===== config.mk =====
export PLATFORM = sky130hd
export DESIGN_NAME = wildcard_pattern_matcher
export DESIGN_NICKNAME = d
export VERILOG_FILES = /design/src/sv/wpm_pkg.sv /design/src/sv/wpm_front.sv /design/src/sv/wpm_queue.sv /design/src/sv/wpm_back.sv /design/src/sv/wildcard_pattern_matcher.sv
export VERILOG_INCLUDE_DIRS = /design/src /design/src/sv
export SDC_FILE = /design/constraint.sdc
export NUM_CORES = 1
export LEC_CHECK = 0
export BUFFER_PORTS_ARGS = -buffer_cell sky130_fd_sc_hd__buf_2
export CAP_MARGIN = 20
export CORE_MARGIN = 1
export CORE_UTILIZATION = 42
export CTS_BUF_LIST = sky130_fd_sc_hd__clkbuf_8
export DETAILED_ROUTE_END_ITERATION = 16
export SLEW_MARGIN = 5
export SYNTH_ARGS = -nofsm -noshare
export SYNTH_HDL_FRONTEND = slang
export SYNTH_HIERARCHICAL = 1
export SYNTH_SLANG_ARGS = --single-unit
export TNS_END_PERCENT = 10

===== constraint.sdc =====
create_clock -name clk -period 6.1 [get_ports clk]
set_input_delay 1.22 -clock clk [delete_from_list [all_inputs] [get_ports clk]]
set_output_delay 1.22 -clock clk [all_outputs]
set_load 0.1 [all_outputs]

===== src/sv/wildcard_pattern_matcher_macros.svh =====
// Assertion macros shared by the wildcard pattern matcher.
// Each macro expects signals named clk and rst in the scope where it is used.
`ifndef WILDCARD_PATTERN_MATCHER_MACROS_SVH
`define WILDCARD_PATTERN_MATCHER_MACROS_SVH

// The consequent must hold in the same cycle as the antecedent.
`define WPM_ASSERT_IMPLIES(label, ante, cons) \
  label: assert property (@(posedge clk) disable iff (rst) (ante) |-> (cons)) \
    else $error("wildcard_pattern_matcher: implication check failed");

// The expression must never be true outside reset.
`define WPM_ASSERT_NEVER(label, expr) \
  label: assert property (@(posedge clk) disable iff (rst) !(expr)) \
    else $error("wildcard_pattern_matcher: forbidden condition seen");

`endif


===== src/sv/wpm_pkg.sv =====
// Types and constants shared by the wildcard pattern matcher modules.
// No dependencies.
package wpm_pkg;

  localparam int CMD_W     = 2;
  localparam int SYM_W     = 5;
  localparam int START_W   = 32;

  localparam logic [CMD_W-1:0] CMD_CLEAR  = 2'd0;
  localparam logic [CMD_W-1:0] CMD_APPEND = 2'd1;
  localparam logic [CMD_W-1:0] CMD_LETTER = 2'd2;

  localparam logic [SYM_W-1:0] WILDCARD_CODE = 5'd26;

  localparam int QUEUE_DEPTH = 2;
  localparam int QCOUNT_W    = 2;

  typedef enum logic [1:0] {
    OP_CLEAR,
    OP_APPEND,
    OP_LETTER
  } op_t;

  typedef struct packed {
    op_t              op;
    logic [SYM_W-1:0] sym;
  } item_t;

  typedef struct packed {
    logic  valid;
    item_t item;
  } push_t;

  typedef struct packed {
    logic full;
    logic empty;
  } queue_status_t;

  typedef struct packed {
    logic fire;
    op_t  op;
    logic result_load;
  } back_status_t;

endpackage


===== src/sv/wpm_front.sv =====
// Front end: accepts input beats and classifies the command into an operation.
// Depends on wpm_pkg; feeds wpm_queue.
module wpm_front (
  input  logic                       in_valid,
  input  logic [wpm_pkg::CMD_W-1:0]  command,
  input  logic [wpm_pkg::SYM_W-1:0]  symbol,
  input  wpm_pkg::queue_status_t     q_status,
  output logic                       in_stall,
  output wpm_pkg::push_t             push
);
  import wpm_pkg::*;

  logic accept;
  logic known;
  op_t  op;

  assign in_stall = q_status.full;
  assign accept   = in_valid && !q_status.full;

  always_comb begin
    known = 1'b1;
    op    = OP_CLEAR;
    unique case (command)
      CMD_CLEAR:  op = OP_CLEAR;
      CMD_APPEND: op = OP_APPEND;
      CMD_LETTER: op = OP_LETTER;
      default:    known = 1'b0;
    endcase
  end

  // Unknown commands are consumed here and never reach the back end.
  always_comb begin
    push.valid    = accept && known;
    push.item.op  = op;
    push.item.sym = symbol;
  end

endmodule


===== src/sv/wpm_queue.sv =====
// Two-entry queue between the front end and the back end.
// Depends on wpm_pkg.
module wpm_queue (
  input  logic                   clk,
  input  logic                   rst,
  input  wpm_pkg::push_t         push,
  input  logic                   pop,
  output wpm_pkg::queue_status_t q_status,
  output wpm_pkg::item_t         head
);
  import wpm_pkg::*;

  item_t               entries [QUEUE_DEPTH];
  logic                wr_ptr;
  logic                rd_ptr;
  logic [QCOUNT_W-1:0] count;
  logic [QCOUNT_W-1:0] count_next;

  assign q_status.full  = (count == QCOUNT_W'(QUEUE_DEPTH));
  assign q_status.empty = (count == '0);
  assign head           = entries[rd_ptr];

  always_comb begin
    count_next = count;
    if (push.valid && !pop) begin
      count_next = count + QCOUNT_W'(1);
    end else if (!push.valid && pop) begin
      count_next = count - QCOUNT_W'(1);
    end
  end

  always_ff @(posedge clk) begin
    if (rst) begin
      wr_ptr <= 1'b0;
      rd_ptr <= 1'b0;
      count  <= '0;
    end else begin
      count <= count_next;
      if (push.valid) begin
        wr_ptr <= ~wr_ptr;
      end
      if (pop) begin
        rd_ptr <= ~rd_ptr;
      end
    end
  end

  always_ff @(posedge clk) begin
    if (push.valid) begin
      entries[wr_ptr] <= push.item;
    end
  end

endmodule


===== src/sv/wpm_back.sv =====
// Back end: holds pattern and match vector; runs one operation per cycle unless stalled.
// Depends on wpm_pkg; drains wpm_queue and drives the output register.
module wpm_back #(
  parameter int PATTERN_MAX   = 64,
  parameter int POSITION_BITS = 32
) (
  input  logic                         clk,
  input  logic                         rst,
  input  wpm_pkg::item_t               head,
  input  wpm_pkg::queue_status_t       q_status,
  input  logic                         out_stall,
  output logic                         pop,
  output logic                         out_valid,
  output logic [wpm_pkg::START_W-1:0]  match_start,
  output wpm_pkg::back_status_t        b_status
);
  import wpm_pkg::*;

  localparam int LEN_W = $clog2(PATTERN_MAX + 1);
  localparam int SUB_W = (POSITION_BITS > LEN_W) ? POSITION_BITS : LEN_W;
  localparam logic [POSITION_BITS-1:0] POSITION_TOP = '1;

  logic [SYM_W-1:0]         pattern_store [PATTERN_MAX];
  logic [LEN_W-1:0]         pattern_length;
  logic                     has_letter;
  logic [PATTERN_MAX-1:0]   len_mask;      // positions below pattern_length
  logic [PATTERN_MAX-1:0]   last_hot;      // one-hot on the last pattern position
  logic [PATTERN_MAX-1:0]   match_vector;
  logic [POSITION_BITS-1:0] text_position;

  logic                     fire;
  logic                     do_clear;
  logic                     do_append;
  logic                     do_letter;
  logic [PATTERN_MAX-1:0]   append_hot;
  logic [PATTERN_MAX-1:0]   letter_mask;
  logic [PATTERN_MAX-1:0]   match_vector_next;
  logic                     hit;
  logic [SUB_W-1:0]         start_diff;
  logic [SUB_W+START_W-1:0] start_ext;

  assign fire      = !q_status.empty && !(out_valid && out_stall);
  assign pop       = fire;
  assign do_clear  = fire && (head.op == OP_CLEAR);
  assign do_append = fire && (head.op == OP_APPEND) && !len_mask[PATTERN_MAX-1];
  assign do_letter = fire && (head.op == OP_LETTER) && (text_position != POSITION_TOP);

  // Next free pattern position as a one-hot vector.
  assign append_hot = ~len_mask & ((len_mask << 1) | PATTERN_MAX'(1));

  always_comb begin
    for (int i = 0; i < PATTERN_MAX; i++) begin
      letter_mask[i] = len_mask[i] &&
                       (pattern_store[i] >= WILDCARD_CODE || pattern_store[i] == head.sym);
    end
  end

  assign match_vector_next = ((match_vector << 1) | PATTERN_MAX'(1)) & letter_mask;
  assign hit = has_letter && (|(match_vector_next & last_hot));

  // Start index is text_position - (pattern_length - 1); a hit implies it is not negative.
  assign start_diff = SUB_W'(text_position) - SUB_W'(pattern_length) + SUB_W'(1);
  assign start_ext  = {{START_W{1'b0}}, start_diff};

  always_ff @(posedge clk) begin
    if (rst) begin
      pattern_length <= '0;
      has_letter     <= 1'b0;
      len_mask       <= '0;
      last_hot       <= '0;
      match_vector   <= '0;
      text_position  <= '0;
    end else if (do_clear) begin
      pattern_length <= '0;
      has_letter     <= 1'b0;
      len_mask       <= '0;
      last_hot       <= '0;
      match_vector   <= '0;
      text_position  <= '0;
    end else if (do_append) begin
      pattern_length <= pattern_length + LEN_W'(1);
      len_mask       <= len_mask | append_hot;
      last_hot       <= append_hot;
      if (head.sym < WILDCARD_CODE) begin
        has_letter <= 1'b1;
      end
    end else if (do_letter) begin
      match_vector  <= match_vector_next;
      text_position <= text_position + POSITION_BITS'(1);
    end
  end

  always_ff @(posedge clk) begin
    for (int i = 0; i < PATTERN_MAX; i++) begin
      if (do_append && append_hot[i]) begin
        pattern_store[i] <= head.sym;
      end
    end
  end

  always_ff @(posedge clk) begin
    if (rst) begin
      out_valid <= 1'b0;
    end else if (!out_valid || !out_stall) begin
      out_valid <= do_letter && hit;
    end
  end

  always_ff @(posedge clk) begin
    if (do_letter && hit) begin
      match_start <= start_ext[START_W-1:0];
    end
  end

  always_comb begin
    b_status.fire        = fire;
    b_status.op          = head.op;
    b_status.result_load = do_letter && hit;
  end

endmodule


===== src/sv/wildcard_pattern_matcher.sv =====
// Wildcard pattern matcher (shift-and): finds every start index of a pattern in a text stream.
// Usage:
//   Input channel: command and symbol qualified by in_valid; a beat is taken when in_valid
//   is high and in_stall is low. Command 0 clears the pattern and text index, 1 appends a
//   pattern symbol (26 or above is a wildcard), 2 presents a text letter, 3 is dropped.
//   Output channel: match_start qualified by out_valid; a beat is taken when out_valid is high
//   and out_stall is low. Each letter completing a not-all-wildcard pattern sends one beat.
//   Throughput: one input beat per cycle unless out_stall holds a waiting result, set by the
//   shift-and update over all pattern positions at once in the back end. A two-entry queue sits
//   between the decode front end and the back end, so a new beat is taken while a result waits
//   in the output register. An accepted letter passes through the queue to the output register.
//   Stall: while out_stall holds a waiting result, the back end stops and the queue fills;
//   in_stall then rises and the held result stays unchanged.
//   Reset: rst (synchronous) empties the pattern, the match vector, the text index and the
//   queue. Pattern symbol storage is not cleared; only written positions are ever used.
//   The text index saturates at its top value, after which letters give no result.
module wildcard_pattern_matcher #(
  parameter int PATTERN_MAX   = 64,
  parameter int POSITION_BITS = 32
) (
  input  logic                         clk,
  input  logic                         rst,
  input  logic                         in_valid,
  output logic                         in_stall,
  input  logic [wpm_pkg::CMD_W-1:0]    command,
  input  logic [wpm_pkg::SYM_W-1:0]    symbol,
  output logic                         out_valid,
  input  logic                         out_stall,
  output logic [wpm_pkg::START_W-1:0]  match_start
);
  import wpm_pkg::*;

  push_t         push;
  queue_status_t q_status;
  item_t         head;
  logic          pop;
  back_status_t  b_status;

  wpm_front u_front (
    .in_valid (in_valid),
    .command  (command),
    .symbol   (symbol),
    .q_status (q_status),
    .in_stall (in_stall),
    .push     (push)
  );

  wpm_queue u_queue (
    .clk      (clk),
    .rst      (rst),
    .push     (push),
    .pop      (pop),
    .q_status (q_status),
    .head     (head)
  );

  wpm_back #(
    .PATTERN_MAX   (PATTERN_MAX),
    .POSITION_BITS (POSITION_BITS)
  ) u_back (
    .clk         (clk),
    .rst         (rst),
    .head        (head),
    .q_status    (q_status),
    .out_stall   (out_stall),
    .pop         (pop),
    .out_valid   (out_valid),
    .match_start (match_start),
    .b_status    (b_status)
  );

`include "wildcard_pattern_matcher_macros.svh"

  `WPM_ASSERT_IMPLIES(a_result_from_letter, b_status.result_load, b_status.fire && b_status.op == OP_LETTER)
  `WPM_ASSERT_IMPLIES(a_pop_needs_data, b_status.fire, !q_status.empty)
  `WPM_ASSERT_NEVER(a_queue_status_sane, q_status.full && q_status.empty)
  `WPM_ASSERT_IMPLIES(a_push_has_room, push.valid, !q_status.full)

endmodule

==> results of run 1 <==
layout make-up:
| class | instances | area share [%] |
|---|---|---|
| Antenna cell | 1 | 0.00824 |
| Clock inverter | 73 | 1.16 |
| Timing Repair Buffer | 72 | 1.54 |
| Inverter | 49 | 0.606 |
| Clock buffer | 123 | 5.58 |
| Multi-Input combinational cell | 1674 | 35.8 |
| Sequential cell | 603 | 51.8 |
| Tap cell | 846 | 3.49 |
per-layer routing:
| metal | track usage [%] | share of wire, % | up-vias | routed length [µm] |
|---|---|---|---|---|
| met5 | 0 | 0 | - | 0 |
| li1 | - | - | 8897 | - |
| met2 | 32.6 | 48 | 453 | 30600 |
| met4 | 6.58 | 2.4 | 0 | 1540 |
| met1 | 25.4 | 45 | 9054 | 29000 |
| met3 | 3.20 | 4.8 | 99 | 3060 |
report_power, final:
part           switching (mW)  internal [mW]
Sequential             0.0393           4.53
Clock                    1.66           1.88
Combinational            1.19          0.540
Total                    2.89           6.96
flip-flops by register name, indices dropped and copies added, names as in the netlist, named ones only:
| signal | cells |
|---|---|
| u_queue/wr_ptr | 1 |
| u_back/text_position | 32 |
| u_back/out_valid | 1 |
| u_back/len_mask | 64 |
| u_back/pattern_length | 7 |
| u_back/match_start | 32 |
| u_back/pattern_store | 320 |
| u_back/match_vector | 63 |
| u_back/last_hot | 64 |
| u_back/has_letter | 1 |
| u_queue/entries | 14 |
| u_queue/rd_ptr | 1 |
| u_queue/count | 2 |
final timing paths:
path	to	slack [ns]	from	cells past startpoint
worst max-delay path	u_back/match_start[25]	1.51	flip-flop	10
worst min-delay path	u_back/match_vector[17]	0.46	u_back/match_vector[17]	2
worst min register to register	u_back/match_vector[17]	0.46	u_back/match_vector[17]	2
worst max register to register	u_back/match_start[25]	1.51	flip-flop	10
critical path: stages, from the launching register on:
cell,delay (ns)
dfxtp_1,0.63
mux2_8,0.72
buf_4,0.37
xor2_1,0.18
nor3_1,0.09
a221o_1,0.41
a2111oi_0,0.74
nand4_1,0.38
o211ai_1,0.37
inv_1,0.10
buf_4,0.26
per-stage QoR:
| stage | cell area, µm² | utilization [%] |
|---|---|---|
| after floorplan | 27200 | - |
| after global placement | 28300 | 44.5 |
| after detailed placement | 28300 | 44.5 |
| after CTS | 30400 | 47.8 |
| after global routing | 30400 | 47.8 |
| final | 30400 | 47.8 |
==> metrics.cfg, run 1 <==
[outcome]
status = finished, final reports clean

[power]
power_leakage_nw = 11.0
power_mw = 9.84
powerDensity_nw_per_um2 = 324
ir_drop_uv = 214

[floorplan]
core_um2 = 63500
rows = 92
start_util_pct = 42.8
die_area_um2 = 65800
dieHeight_um = 257
die_w_um = 257
num_io_pins = 45

[finish]
mostFrequentLayoutCell = edfxtp_1
seqCellArea_um2 = 15700
multi_input_area_um2 = 10900
fillers = 5804
mostFrequentLayoutCells = 366 x edfxtp_1, 262 x nor2_1, 237 x dfxtp_1, 227 x a21oi_1, 226 x xnor2_1
fin_cells = 3441
final_nets = 2579
syn2layout_area_growth_pct = 11.5
drive_gt1_share_pct = 9.29

[yosys]
avgSynthCellArea_um2 = 11.2
yosysWarnings = 6
synth_area_um2 = 27200
syn_inst = 2432
synth.net_count = 2508

[detailed_routing]
drt_iter0_markers = 1160
vias_per_cell = 5.38
route.detailed.drc = 0
drt-wirelength-per-cell_um = 18.6
vias = 18500
first_pass_iters = 5
ant_nets = 0
drt_wl_total_mm = 64.1

[place]
place_hpwl_mm = 40.6
io_buffers = 44
dp_cells = 3244
place_ws_ns = 1.45
finalWeightedCongestion = 0.835

[grt]
grt_overflow_total = 0
grt_usage_pct = 19.4
grt_pass1_wl_mm = 102
grt_max_degree = 141
grt_pass1_vias = 18400
antenna_found_initial = 1

[clock_network]
hold_buffers = 0
h-tree-depth = 3
cts_setup_buffers = 0
clk_pin_slew_ns = 0.06
cts_tree = built
root_buffer = clkbuf_8
clk_latency_ns = 0.71
ctsResizeCount = 0
cts_buffers = 103
cts.sinks = 603
clock_path_buffers = 3

[sta]
hold_violations = 0
skew_ns = 0.0264
slew-limit-headroom_pct = 36.3
finalCritPeriodShare_pct = 75.3
drv_slew = 0
rsz0062_at_grt = no
whs_ns = 0.456
setup_violations = 0
min_period_ns = 4.59
finalSetupTns_ns = 0
fin_ws_ns = 1.51
max_freq_mhz = 218
worst_pin_slew_ns = 0.956

[worst_setup_path]
critPathLaunchType = flip-flop
path_class = flip-flop to flip-flop
endpoint_kind = flip-flop
cp.required_ns = 6.50
critical_path_arrival_ns = 5.00
path_max_fanout = 72

[run]
maxCapViolCount = 0

[worst_hold_path]
hold_path.class = flip-flop to flip-flop

Note: power is estimated with default switching activity, not from simulation.
==> run 2, diff against run 1 <==
--- a/config.mk
+++ b/config.mk
@@ -6,6 +6,7 @@
 export SDC_FILE = /design/constraint.sdc
 export NUM_CORES = 1
 export LEC_CHECK = 0
+export ABC_AREA = 1
 export BUFFER_PORTS_ARGS = -buffer_cell sky130_fd_sc_hd__buf_2
 export CAP_MARGIN = 20
 export CORE_MARGIN = 1
==> constraint.sdc (replaced) <==
create_clock -name clk -period 3.87 [get_ports clk]
set_input_delay 0.774 -clock clk [delete_from_list [all_inputs] [get_ports clk]]
set_output_delay 0.774 -clock clk [all_outputs]
set_load 0.1 [all_outputs]
==> run 2 against run 1 <==
Worst setup slack worse by 1.1 ns. Core utilization is 0.13 points lower. Via count rose by 15%. Clock skew is 0.010 ns higher. Die area up 6.0%. Hold slack worse by 0.18 ns. Global-route usage is 0.64 points lower. Sequential power up 61%. Combinational power up 100%. Wire length is 2.1% higher.
==> metrics.cfg, run 2 <==
[grt]
grt_max_degree = 66
antenna_found_initial = 1
grt_pass1_wl_mm = 105
grt_overflow_total = 0
grt_pass1_vias = 20200
grt_usage_pct = 18.8

[sta]
rsz0062_at_grt = no
finalSetupTns_ns = 0
worst_pin_slew_ns = 0.873
hold_violations = 0
max_freq_mhz = 286
setup_violations = 0
finalCritPeriodShare_pct = 90.4
fin_ws_ns = 0.372
skew_ns = 0.0365
slew-limit-headroom_pct = 41.8
min_period_ns = 3.50
drv_slew = 0

[detailed_routing]
ant_nets = 0
drt_wl_total_mm = 65.5
drt_iter0_markers = 1222
vias = 21200
first_pass_iters = 6
route.detailed.drc = 0
vias_per_cell = 4.82
drt-wirelength-per-cell_um = 14.9

[place]
place_hpwl_mm = 40.3
post_dp_cell_area_um2 = 30200
place_ws_ns = 0.379
io_buffers = 44
dp_cells = 4206
finalWeightedCongestion = 0.823

[yosys]
yosysWarnings = 6
syn_inst = 3362
synth_area_um2 = 28900
avgSynthCellArea_um2 = 8.58
synth.net_count = 3438

[power]
ir_drop_uv = 470
powerDensity_nw_per_um2 = 506
power_leakage_nw = 14.2

[floorplan]
dieHeight_um = 264
rows = 95
die_w_um = 264
die_area_um2 = 69800
core_um2 = 67600
num_io_pins = 45
start_util_pct = 42.7

[clock_network]
clk_latency_ns = 0.70
h-tree-depth = 3
ctsResizeCount = 0
cts_tree = built
hold_buffers = 0
cts_buffers = 103
clock_path_buffers = 3
clk_pin_slew_ns = 0.06
root_buffer = clkbuf_8
cts.sinks = 603
cts_setup_buffers = 0

[finish]
final_cell_area_um2 = 32200
mostFrequentLayoutCells = 919 x nand2_1, 471 x inv_1, 379 x nor2_1, 366 x edfxtp_1, 264 x a21oi_1
largest_registers = u_back/pattern_store: 320 flops, u_back/last_hot: 64 flops, u_back/len_mask: 64 flops
mostFrequentLayoutCell = nand2_1
fillers = 6386
drive_gt1_share_pct = 7.48
largest-register = u_back/pattern_store
syn2layout_area_growth_pct = 11.7
fin_cells = 4402
final_nets = 3514
largest_reg_flops = 320

[worst_hold_path]
hold_depth = 1
hold_path.class = primary input to flip-flop

[worst_setup_path]
critPathMaxStageDelay_ns = 0.60
cp.required_ns = 4.31
crit_chain = mux2_8 > inv_1 > buf_4 > nand2_1 > nand2_1 > nor2_1 > nand3_1 > nand2_1 > nand3_1 > nand2_1 > inv_1 > nand2_1 > nor2_1 > nand2_1 > nor2_1 > nand2_1 > nand2_1 > inv_1 > buf_12
critPathLaunchType = flip-flop
cp_slowest_cell = dfxtp_1
endpoint_kind = flip-flop
critical_path_arrival_ns = 3.94
r2r_cells = 19
path_class = flip-flop to flip-flop
crit_top_cell = nand2_1
path_max_fanout = 48

[outcome]
status = finished, final reports clean

[run]
maxCapViolCount = 0

-- run 2: changes by cell type in the layout (fill, tap and decap cells not counted), moves of 62 or more --
cell	before	now
nor2_1	262	379
nand2_1	186	919
o21ai_0	12	77
inv_1	84	471
xor2_1	154	92
xnor2_1	226	79
nand3_1	98	181
-- run 2: critical path: cells and delay by family (launching register included) --
family	cells	cell delay (ns)
flops	1	0.60
simple gates	13	1.35
buf+inv	5	0.62
mux	1	0.57
-- run 2: final cells by class --
class / instances / area, µm² / share of cell area [%]
antenna: 1 / 2.50 / 0.00777
clock buffer: 124 / 1710 / 5.30
clock inverter: 71 / 315 / 0.979
inverter: 439 / 1660 / 5.14
multi-input combinational: 2201 / 10900 / 34.0
sequential: 603 / 15700 / 48.8
tap: 873 / 1090 / 3.39
timing repair buffer: 90 / 766 / 2.38
-- run 2: worst paths after layout --
kind,startpoint,to,slack (ns)
max,flip-flop,u_back/match_start[20],0.37
min,symbol[1],u_queue/entries[1][1],0.28
max reg2reg,flip-flop,u_back/match_start[20],0.37
min reg2reg,u_back/match_vector[41],u_back/match_vector[41],0.46
-- run 2: power breakdown --
| group | internal (mW) | total (mW) | switching, mW |
|---|---|---|---|
| registers | 7.25 | 7.35 | 0.101 |
| clock network | 2.91 | 5.49 | 2.58 |
| logic | 1.03 | 3.46 | 2.43 |
-- run 2: metal layers --
metal	GRT usage [%]	wire length, µm	vias to the layer above
met1	24.6	30700	9750
met4	5.61	1190	0
li1	-	-	11000
met2	31.7	30500	386
met5	0	0	-
met3	3.33	3040	95
-- run 2: through the flow --
| stage | total power, mW | hold WS [ns] | utilization (%) |
|---|---|---|---|
| floorplan | 9.77 | 0.437 | - |
| global placement | 10.9 | 0.452 | 44.6 |
| detailed placement | 11.0 | 0.456 | 44.6 |
| CTS | 16.5 | 0.221 | 47.6 |
| global route | 17.1 | 0.223 | 47.6 |
| finish | 16.3 | 0.278 | 47.6 |
